<file path="src/rtl/dq_pkg.sv">
// shared constants and types for the double-ended queue
// no dependencies

package dq_pkg;

    localparam int DQ_CAPACITY = 16;

    localparam logic signed [31:0] EMPTY_WORD = -32'sd1;

    // request opcodes, codes five to seven act as a query
    localparam logic [2:0] OP_QUERY      = 3'd0;
    localparam logic [2:0] OP_PUSH_FRONT = 3'd1;
    localparam logic [2:0] OP_PUSH_REAR  = 3'd2;
    localparam logic [2:0] OP_POP_FRONT  = 3'd3;
    localparam logic [2:0] OP_POP_REAR   = 3'd4;

    // result status codes
    localparam logic [1:0] ST_OK    = 2'd0;
    localparam logic [1:0] ST_EMPTY = 2'd1;
    localparam logic [1:0] ST_FULL  = 2'd2;

    typedef enum logic [2:0] {
        S_IDLE = 3'b001,
        S_READ = 3'b010,
        S_OUT  = 3'b100
    } t_state;

endpackage

</file>
<file path="src/rtl/double_ended_queue_top.sv">
// bounded double-ended queue of signed 32-bit words in a ring store
// depends on dq_pkg

// The queue holds up to CAPACITY signed 32-bit words in a single ring memory
// with one write port and two registered read ports. Each request pushes at
// the front or rear, pops the front or rear, or only queries; every request
// gives exactly one result with the front and rear words after the request
// (-1 when the queue is empty), the number of stored words, and a status:
// 0 ok, 1 pop or query on an empty queue, 2 push on a full queue (the word
// is dropped). Requests are handled one at a time in steps: the accept cycle
// updates the indices and writes the pushed word, the registered memory read
// then fetches the new front and rear entries, and the result is then held
// until the result side takes it. The input side is ready again in the cycle
// after the result is taken. No clearing pass is needed after reset: only
// occupied entries are ever shown in a result.

module double_ended_queue_top
    import dq_pkg::*;
#(
    parameter int CAPACITY = DQ_CAPACITY
) (
    input  logic               i_clk,
    input  logic               i_rst_n,
    // request channel
    input  logic               i_in_valid,
    output logic               o_in_ready,
    input  logic [2:0]         i_opcode,
    input  logic signed [31:0] i_value,
    // result channel
    output logic               o_out_valid,
    input  logic               i_out_ready,
    output logic signed [31:0] o_front_value,
    output logic signed [31:0] o_rear_value,
    output logic [4:0]         o_entry_count,
    output logic [1:0]         o_status
);

    // index covers the ring, count must also hold the full value
    localparam int IW = (CAPACITY > 1) ? $clog2(CAPACITY) : 1;
    localparam int CW = $clog2(CAPACITY + 1);
    localparam logic [IW-1:0] LAST_IDX = IW'(CAPACITY - 1);
    localparam logic [CW-1:0] FULL_CNT = CW'(CAPACITY);

    // control state
    t_state        r_state, n_state;
    logic [IW-1:0] r_front, n_front;
    logic [IW-1:0] r_rear,  n_rear;
    logic [CW-1:0] r_count, n_count;
    logic [1:0]    r_status, n_status;

    // ring memory and its registered read data
    logic signed [31:0] r_mem [CAPACITY];
    logic signed [31:0] r_rd_front;
    logic signed [31:0] r_rd_rear;

    // write port, used only in the accept cycle
    logic               wr_en;
    logic [IW-1:0]      wr_addr;

    logic accept;
    logic is_empty;
    logic is_full;

    assign o_in_ready = (r_state == S_IDLE);
    assign accept     = i_in_valid && o_in_ready;
    assign is_empty   = (r_count == '0);
    assign is_full    = (r_count >= FULL_CNT);

    // ring stepping in both directions, works for any capacity
    function automatic logic [IW-1:0] ring_next(input logic [IW-1:0] idx);
        ring_next = (idx == LAST_IDX) ? '0 : idx + 1'b1;
    endfunction

    function automatic logic [IW-1:0] ring_prev(input logic [IW-1:0] idx);
        ring_prev = (idx == '0) ? LAST_IDX : idx - 1'b1;
    endfunction

    // index, count and status update for the accepted request
    always_comb begin
        n_front  = r_front;
        n_rear   = r_rear;
        n_count  = r_count;
        n_status = ST_OK;
        wr_en    = 1'b0;
        wr_addr  = r_front;
        case (i_opcode)
            OP_PUSH_FRONT, OP_PUSH_REAR: begin
                if (is_full) begin
                    // word is dropped, state unchanged
                    n_status = ST_FULL;
                end else if (is_empty) begin
                    // first word lands at the front slot, both ends point there
                    wr_en   = 1'b1;
                    wr_addr = r_front;
                    n_rear  = r_front;
                    n_count = CW'(1);
                end else if (i_opcode == OP_PUSH_FRONT) begin
                    wr_en   = 1'b1;
                    wr_addr = ring_prev(r_front);
                    n_front = ring_prev(r_front);
                    n_count = r_count + 1'b1;
                end else begin
                    wr_en   = 1'b1;
                    wr_addr = ring_next(r_rear);
                    n_rear  = ring_next(r_rear);
                    n_count = r_count + 1'b1;
                end
            end
            OP_POP_FRONT, OP_POP_REAR: begin
                if (is_empty) begin
                    n_status = ST_EMPTY;
                end else if (r_count == CW'(1)) begin
                    // last word gone, indices stay where they are
                    n_count = '0;
                end else begin
                    if (i_opcode == OP_POP_FRONT) begin
                        n_front = ring_next(r_front);
                    end else begin
                        n_rear = ring_prev(r_rear);
                    end
                    n_count = r_count - 1'b1;
                end
            end
            default: begin
                // query and the unused codes
                if (is_empty) begin
                    n_status = ST_EMPTY;
                end
            end
        endcase
    end

    // sequencer: accept and write, read, hand over
    always_comb begin
        n_state = r_state;
        case (r_state)
            S_IDLE: begin
                if (accept) begin
                    n_state = S_READ;
                end
            end
            S_READ: begin
                n_state = S_OUT;
            end
            S_OUT: begin
                if (i_out_ready) begin
                    n_state = S_IDLE;
                end
            end
            default: begin
                n_state = S_IDLE;
            end
        endcase
    end

    always_ff @(posedge i_clk) begin
        if (!i_rst_n) begin
            r_state  <= S_IDLE;
            r_front  <= '0;
            r_rear   <= '0;
            r_count  <= '0;
            r_status <= ST_OK;
        end else begin
            r_state <= n_state;
            if (accept) begin
                r_front  <= n_front;
                r_rear   <= n_rear;
                r_count  <= n_count;
                r_status <= n_status;
            end
        end
    end

    // memory write port, the read in the next cycle already sees the word
    always_ff @(posedge i_clk) begin
        if (accept && wr_en) begin
            r_mem[wr_addr] <= i_value;
        end
    end

    // two read ports on the current ends; stable while the result waits
    always_ff @(posedge i_clk) begin
        r_rd_front <= r_mem[r_front];
        r_rd_rear  <= r_mem[r_rear];
    end

    // result: empty queue shows -1 on both ends
    assign o_out_valid   = (r_state == S_OUT);
    assign o_front_value = is_empty ? EMPTY_WORD : r_rd_front;
    assign o_rear_value  = is_empty ? EMPTY_WORD : r_rd_rear;
    assign o_entry_count = 5'(r_count);
    assign o_status      = r_status;

    // count never passes the capacity
    a_count_bound: assert property (@(posedge i_clk) disable iff (!i_rst_n)
        r_count <= FULL_CNT)
        else $error("entry count above capacity");

    // an accepted request gives its result after the read state
    a_result_timing: assert property (@(posedge i_clk) disable iff (!i_rst_n)
        accept |=> ##1 o_out_valid)
        else $error("result not presented after request");

    // a dropped push only happens on a full queue and leaves it full
    a_full_status: assert property (@(posedge i_clk) disable iff (!i_rst_n)
        (o_out_valid && o_status == ST_FULL) |-> (r_count == FULL_CNT))
        else $error("full status with room left");

    // empty status only with an empty queue
    a_empty_status: assert property (@(posedge i_clk) disable iff (!i_rst_n)
        (o_out_valid && o_status == ST_EMPTY) |-> is_empty)
        else $error("empty status on a non-empty queue");

    // indices and count hold while a result is in flight
    a_state_hold: assert property (@(posedge i_clk) disable iff (!i_rst_n)
        (r_state == S_READ || r_state == S_OUT)
            |=> ($stable(r_front) && $stable(r_rear) && $stable(r_count)))
        else $error("queue state changed during result");

endmodule
</file>
<file path="config.mk">
export PLATFORM = sky130hd
export DESIGN_NAME = double_ended_queue_top
export DESIGN_NICKNAME = d
export VERILOG_FILES = /design/src/rtl/dq_pkg.sv /design/src/rtl/double_ended_queue_top.sv
export SDC_FILE = /design/constraint.sdc
export NUM_CORES = 1
export LEC_CHECK = 0
export ABC_CLOCK_PERIOD_IN_PS = 5900
export BUFFER_PORTS_ARGS = -buffer_cell sky130_fd_sc_hd__buf_2
export CORE_UTILIZATION = 30
export DETAILED_ROUTE_END_ITERATION = 10
export GPL_ROUTABILITY_DRIVEN = 0
export GPL_TIMING_DRIVEN = 0
export SYNTH_ARGS = -nofsm -noshare
export SYNTH_HDL_FRONTEND = slang
export SYNTH_SLANG_ARGS = --single-unit
</file>
<file path="constraint.sdc">
create_clock -name i_clk -period 5.9 [get_ports i_clk]
set_input_delay 0.59 -clock i_clk [delete_from_list [all_inputs] [get_ports i_clk]]
set_output_delay 0.59 -clock i_clk [all_outputs]
set_load 0.005 [all_outputs]
</file>
Word level (Yosys, flattened, before mapping)
Memory sizes are Yosys's and may differ from the RTL's. A register that Yosys moved wholly into a read port is not among the register bits.
Cells that the tools add are included.
Word-level totals
  bits of input ports: 39
  memories kept: 1
  word-level logic and storage cells: 84
  RAM bits: 512
  output and inout bits: 73
  register bits after elaboration: 18
Operators by class
  add/subtract/negate cells: 6
  order comparisons: 1
  reductions and logical operators: 12
  eq/ne operators: 20
  mux-type cells: 39
Memories
  r_mem: depth 16, width 32, rd ports 2, clocked after Yosys merged registers in 2, wr ports 1, RTL line double_ended_queue_top.sv:52  | logic signed [31:0] r_mem [CAPACITY];
Operators with widths (number)
  two-way mux 4 bit: 20
  two-way mux 32 bit: 2
  two-way mux 5 bit: 4
  case mux 4 bit (2 select lines): 2
  != test 2 bit (second input constant): 7
  case mux 5 bit (2 select lines): 1
  == test 3 x 2 -> 1 bit (second input constant): 3
  case mux 3 bit (3 select lines): 1
  adder 4 x 1 -> 4 bit (second input constant): 2
  == test 4 bit (second input constant): 2
  zero test 4 bit: 2
  AND reduction 8 bit: 1
  subtractor 4 x 1 -> 4 bit (second input constant): 2
  AND reduction 7 bit: 1
  == test 3 x 1 -> 1 bit (second input constant): 2
  == test 3 bit (second input constant): 2
  two-way mux 3 bit: 2
  adder 5 x 1 -> 5 bit (second input constant): 1
  == test 5 x 1 -> 1 bit (second input constant): 1
  greater-or-equal comparator 5 bit (second input constant): 1
  zero test 5 bit: 1
  two-way mux 1 bit: 5
  subtractor 5 x 1 -> 5 bit (second input constant): 1
  two-way mux 2 bit: 2
  7 further kinds: 10

Longest topological paths before layout
  depth in word-level cells: 6
  depth in mapped cells: 11
  gate-level depth less buffers: 7

Worst setup path after synthesis
No wires, ideal clock.
  path type: register -> register
  start: reg r_rear[0]
  end: mem r_mem[0][0] (enable)
  slack: 149 ps
  data required time: 5398 ps
  clock period less this slack: 5751 ps
  data arrival time: 5249 ps
  setup time: 502 ps
  buffers on the path: 5
  cell stages (with the launch flop): 12
  cells stage by stage: dfxtp_1 -> buf_2 -> buf_2 -> buf_2 -> buf_2 -> inv_1 -> ha_1 -> mux2i_1 -> o21ai_1 -> nand2b_1 -> clkbuf_1 -> nor4_1
On the way
  word-level cells in the longest chain between the ends: 6
  elaborated cells on any way between the ends: 7
  those cells by class: add/sub: 1; eq/ne: 1; mux: 5
RTL lines
  start, declared: RTL line double_ended_queue_top.sv:47  | logic [IW-1:0] r_rear, n_rear;
  start signal, assigned: RTL line double_ended_queue_top.sv:167  | r_rear <= n_rear;
  adder 4 x 1 -> 4 bit / == test 4 bit (equally long branches): RTL line double_ended_queue_top.sv:71  | ring_next = (idx == LAST_IDX) ? '0 : idx + 1'b1;
  two-way mux 4 bit (*): RTL line double_ended_queue_top.sv:71
  two-way mux 4 bit (*): RTL line double_ended_queue_top.sv:97  | end else if (i_opcode == OP_PUSH_FRONT) begin
  two-way mux 4 bit (*): RTL line double_ended_queue_top.sv:91  | end else if (is_empty) begin
  two-way mux 4 bit (*): RTL line double_ended_queue_top.sv:88  | if (is_full) begin
  two-way mux 4 bit (*): RTL line double_ended_queue_top.sv:86  | case (i_opcode)
  end, declared: RTL line double_ended_queue_top.sv:52
Mark *: on every way between the ends. The rest lies on a longest branch, timed or not.

Worst setup path in the final report
  start: reg r_front[1]
  end: mem r_mem[15][7] (enable)
On the way
  word-level cells in the longest chain between the ends: 6
  elaborated cells on any way between the ends: 7
  those cells by class: add/sub: 1; mux: 5; reduce/logical: 1
RTL lines
  start, declared: RTL line double_ended_queue_top.sv:46  | logic [IW-1:0] r_front, n_front;
  start signal, assigned: RTL line double_ended_queue_top.sv:166  | r_front <= n_front;
  subtractor 4 x 1 -> 4 bit / zero test 4 bit (equally long branches): RTL line double_ended_queue_top.sv:75  | ring_prev = (idx == '0) ? LAST_IDX : idx - 1'b1;
  two-way mux 4 bit: RTL line double_ended_queue_top.sv:75
  two-way mux 4 bit: RTL line double_ended_queue_top.sv:97
  two-way mux 4 bit: RTL line double_ended_queue_top.sv:91
  two-way mux 4 bit: RTL line double_ended_queue_top.sv:88
  two-way mux 4 bit (*): RTL line double_ended_queue_top.sv:86
Marks and branches as above.

==> summary.txt <==
CTS
  • H-tree depth: 2
  • # resized after CTS: 0
  • Clk buf depth: 3
  • Num CTS Buffers: 58
  • Reg clk slew, reported paths: approximately 0.07 ns
  • Post-CTS setup buffers: 0
  • Clk Latency, worst-skew pair: between 0.6 and 0.7 ns
  • Hold_buf cts: 0
  • Clock sink count: 594
  • CTS root buffer: clkbuf_16
  • TritonCTS clock tree: done

Setup path
  • Critical Path RT: 6.23 ns
  • Crit. End Element: flop
  • Setup CP Type: flop to flop
  • Crit Path Max Fanout: 10
  • Arrival @ worst endpoint: 5.38 ns
  • CP startpoint kind: flop

Die
  • Die width: around 300 um
  • Core area: about 88,000 sq um
  • # IOs: between 100 and 150
  • Die ar.: 90,500 sq um
  • Starting Density: between 30% and 40%
  • Die Ht: between 300 and 400 um
  • Row Count: roughly 110

Power and ir drop
  • Cell Pwr Density: 294 nW/um^2
  • Pwr Total: 9.30 mW
  • VDD IR max: approximately 0.27 mV
  • Leak: 9.91 nW

Timing
  • Slew at the pin closest to its max-slew limit: approximately 1.2 ns
  • Slew Viols, Final: 0
  • Final Cycle Share: a little under nine tenths
  • Unrepaired setup endpoints after global routing: false
  • Final setup viols: 0
  • Final hold vios: 0
  • Achievable Freq: 0.198 GHz
  • Worst Skew: around 0.016 ns
  • Final min period: ~5 ns
  • Worst relative slew slack: between 10% and 20%

Route
  • Routed length per instance: 26.9 um
  • Via count: 16,400
  • ANT nets after route: 0
  • Drt drc: 0
  • 1st-iter DRT viols: 1,914
  • Drt total wl: about 81 mm
  • DR vias/cell: roughly 5.5
  • Pre-antenna DRT Iters: 5

Yosys
  • Post-Syn Area per Cell: 17.5 sq um
  • Post-synth EDFFs: about 510
  • XOR/XNOR share of the synthesized area: less than 1%
  • Adder-cell share of the synthesized area: less than 1%
  • Synthesized Nets: approximately 1,600
  • Mapped Cells: about 1,500
  • Post-synth top flop: edfxtp_1
  • Synth Cell Area: between 20,000 and 30,000 sq um
  • Largest family of logic cells by synthesized area: multiplexers
  • Post-synthesis mux area share: 23.9%
  • #FFs+latches synth: just under 600
  • Synth Area in Compound Gates: under 10%
  • Sequential area share after synthesis: between 60 and 70%
  • Netlist cell types: 64
  • Post-synth ARST share: 0%
  • Ys Warns: 0
  • Top cells by area, synth: edfxtp_1, mux4_2, dfxtp_1
  • Top cell type's share of synthesized area: a little under three fifths
  • Synth Area in Simple Gates: roughly 4.4%
  • Post-synth top area cell: edfxtp_1

Placement
  • Post-DP HPWL: 57.1 mm
  • Placed Cells: 2,891
  • Port buffer count: 110

Layout
  • Register Area: around 17,000 sq um
  • Fin util: between 30% and 40%
  • Post-Layout Cell Count: approximately 3,000
  • Antenna cell count: 0
  • Commonest non-fill, non-tap cell in the layout: edfxtp_1
  • Commonest cells after routing, fill and taps aside: edfxtp_1, mux4_2, buf_2
  • # fillers: roughly 8,300
  • Multi-input combinational cell area: approximately 9300 sq um
  • NumNets Final: 1,833
  • Layout cell share with drive strength beyond 1: between 30% and 40%
  • Syn-to-layout area delta: 18.1%

Global routing
  • Antenna violations before repair: 2
  • Largest net degree at the start of global routing: 17
  • Vias in the first global route: approximately 17,000
  • Total GRT Usage: 17.8%
  • Grt total ovfl: 0
  • First-pass GRT wire length: between 100 and 150 mm

Run
  • # Max-Cap Violations: 0

Hold path
  • HP Class: input port to flop

Run status
  • Status: completed
[power breakdown]
group	switching (mW)	internal, mW
Clock	1.64	2.22
Sequential	0.0231	4.63
Combinational	0.482	0.300
[worst max-delay path: stages (launching register included)]
cell and delay, ns:
dfxtp_1 0.35, clkbuf_1 0.32, inv_1 0.39, clkbuf_1 0.56
ha_1 0.38, or3b_2 0.47, and3_1 0.24, o31ai_4 0.51
nand3_2 0.24, nor3_2 0.81, buf_6 0.26, buf_6 0.19
[synth_stat cells, types with 4 or more instances]
library cell / number
a211oi_1: 34
a21oi_1: 51
a221oi_1: 34
a31oi_1: 7
and2_1: 29
buf_1: 4
buf_2: 43
clkbuf_1: 71
dfxtp_1: 82
edfxtp_1: 512
ha_1: 8
inv_1: 11
mux2i_1: 136
mux4_2: 223
nand2_1: 16
nand2b_1: 68
nand3_1: 7
nor2_1: 24
nor3_1: 8
nor4_1: 15
o21ai_0: 77
[cell families (layout without fill, tap and decap cells)]
logic type / count (synthesis) / count (layout)
XOR/XNOR: 4 / 4
AO/OA/AOI/OAI: 231 / 231
adder cells (fa/ha/maj): 8 / 8
buffers and inverters: 133 / 442
multiplexers: 360 / 360
flip-flops: 594 / 594
AND/OR/NAND/NOR: 197 / 197
[cell type report]
type | count | share of cell area (%)
flip-flops and latches | 594 | 53.8
clock buffers | 74 | 5.14
well taps | 1165 | 4.61
inverters | 13 | 0.154
repair buffers | 199 | 4.14
plain buffers | 120 | 1.64
clock inverters | 36 | 1.17
multi-input cells | 800 | 29.4
[final timing paths]
path,from,endpoint,slack [ns],depth (start not counted)
worst max-delay path,r_front[1],r_mem[15][7],0.85,11
worst min-delay path,i_rst_n,r_state[0],0.20,2
worst max register to register,r_front[1],r_mem[15][7],0.85,11
worst min register to register,o_status[1],o_status[1],0.46,2
[flip-flops by register name, indices dropped and copies added, names as in the netlist]
signal         cells
r_rd_rear         32
r_rear             4
r_rd_front        32
r_front            4
r_state            3
o_entry_count      5
o_status           2
r_mem            512
[per-layer routing]
layer | GRT usage, % | vias up | routed length, um
met4 | 5.62 | 2 | 2490
met5 | 0 | - | 13
met3 | 3.09 | 147 | 5800
li1 | - | 6841 | -
met1 | 22.6 | 8615 | 31600
met2 | 30.8 | 768 | 40800
[through the flow]
| stage | hold slack, ns | instance area (sq um) | TNS (ns) | setup WS (ns) |
|---|---|---|---|---|
| 6_report | 0.195 | 31600 | 0 | 0.852 |
| 5_1_grt | 0.206 | 31600 | 0 | 0.630 |
| 4_1_cts | 0.170 | 31600 | 0 | 0.930 |
| 3_5_place_dp | 0.457 | 29600 | 0 | 0.945 |
| 3_3_place_gp | 0.447 | 28800 | -2216.58 | -5.13 |
| 2_1_floorplan | 0.448 | 26800 | 0 | 0.149 |
(Power assumes the default switching activity.)
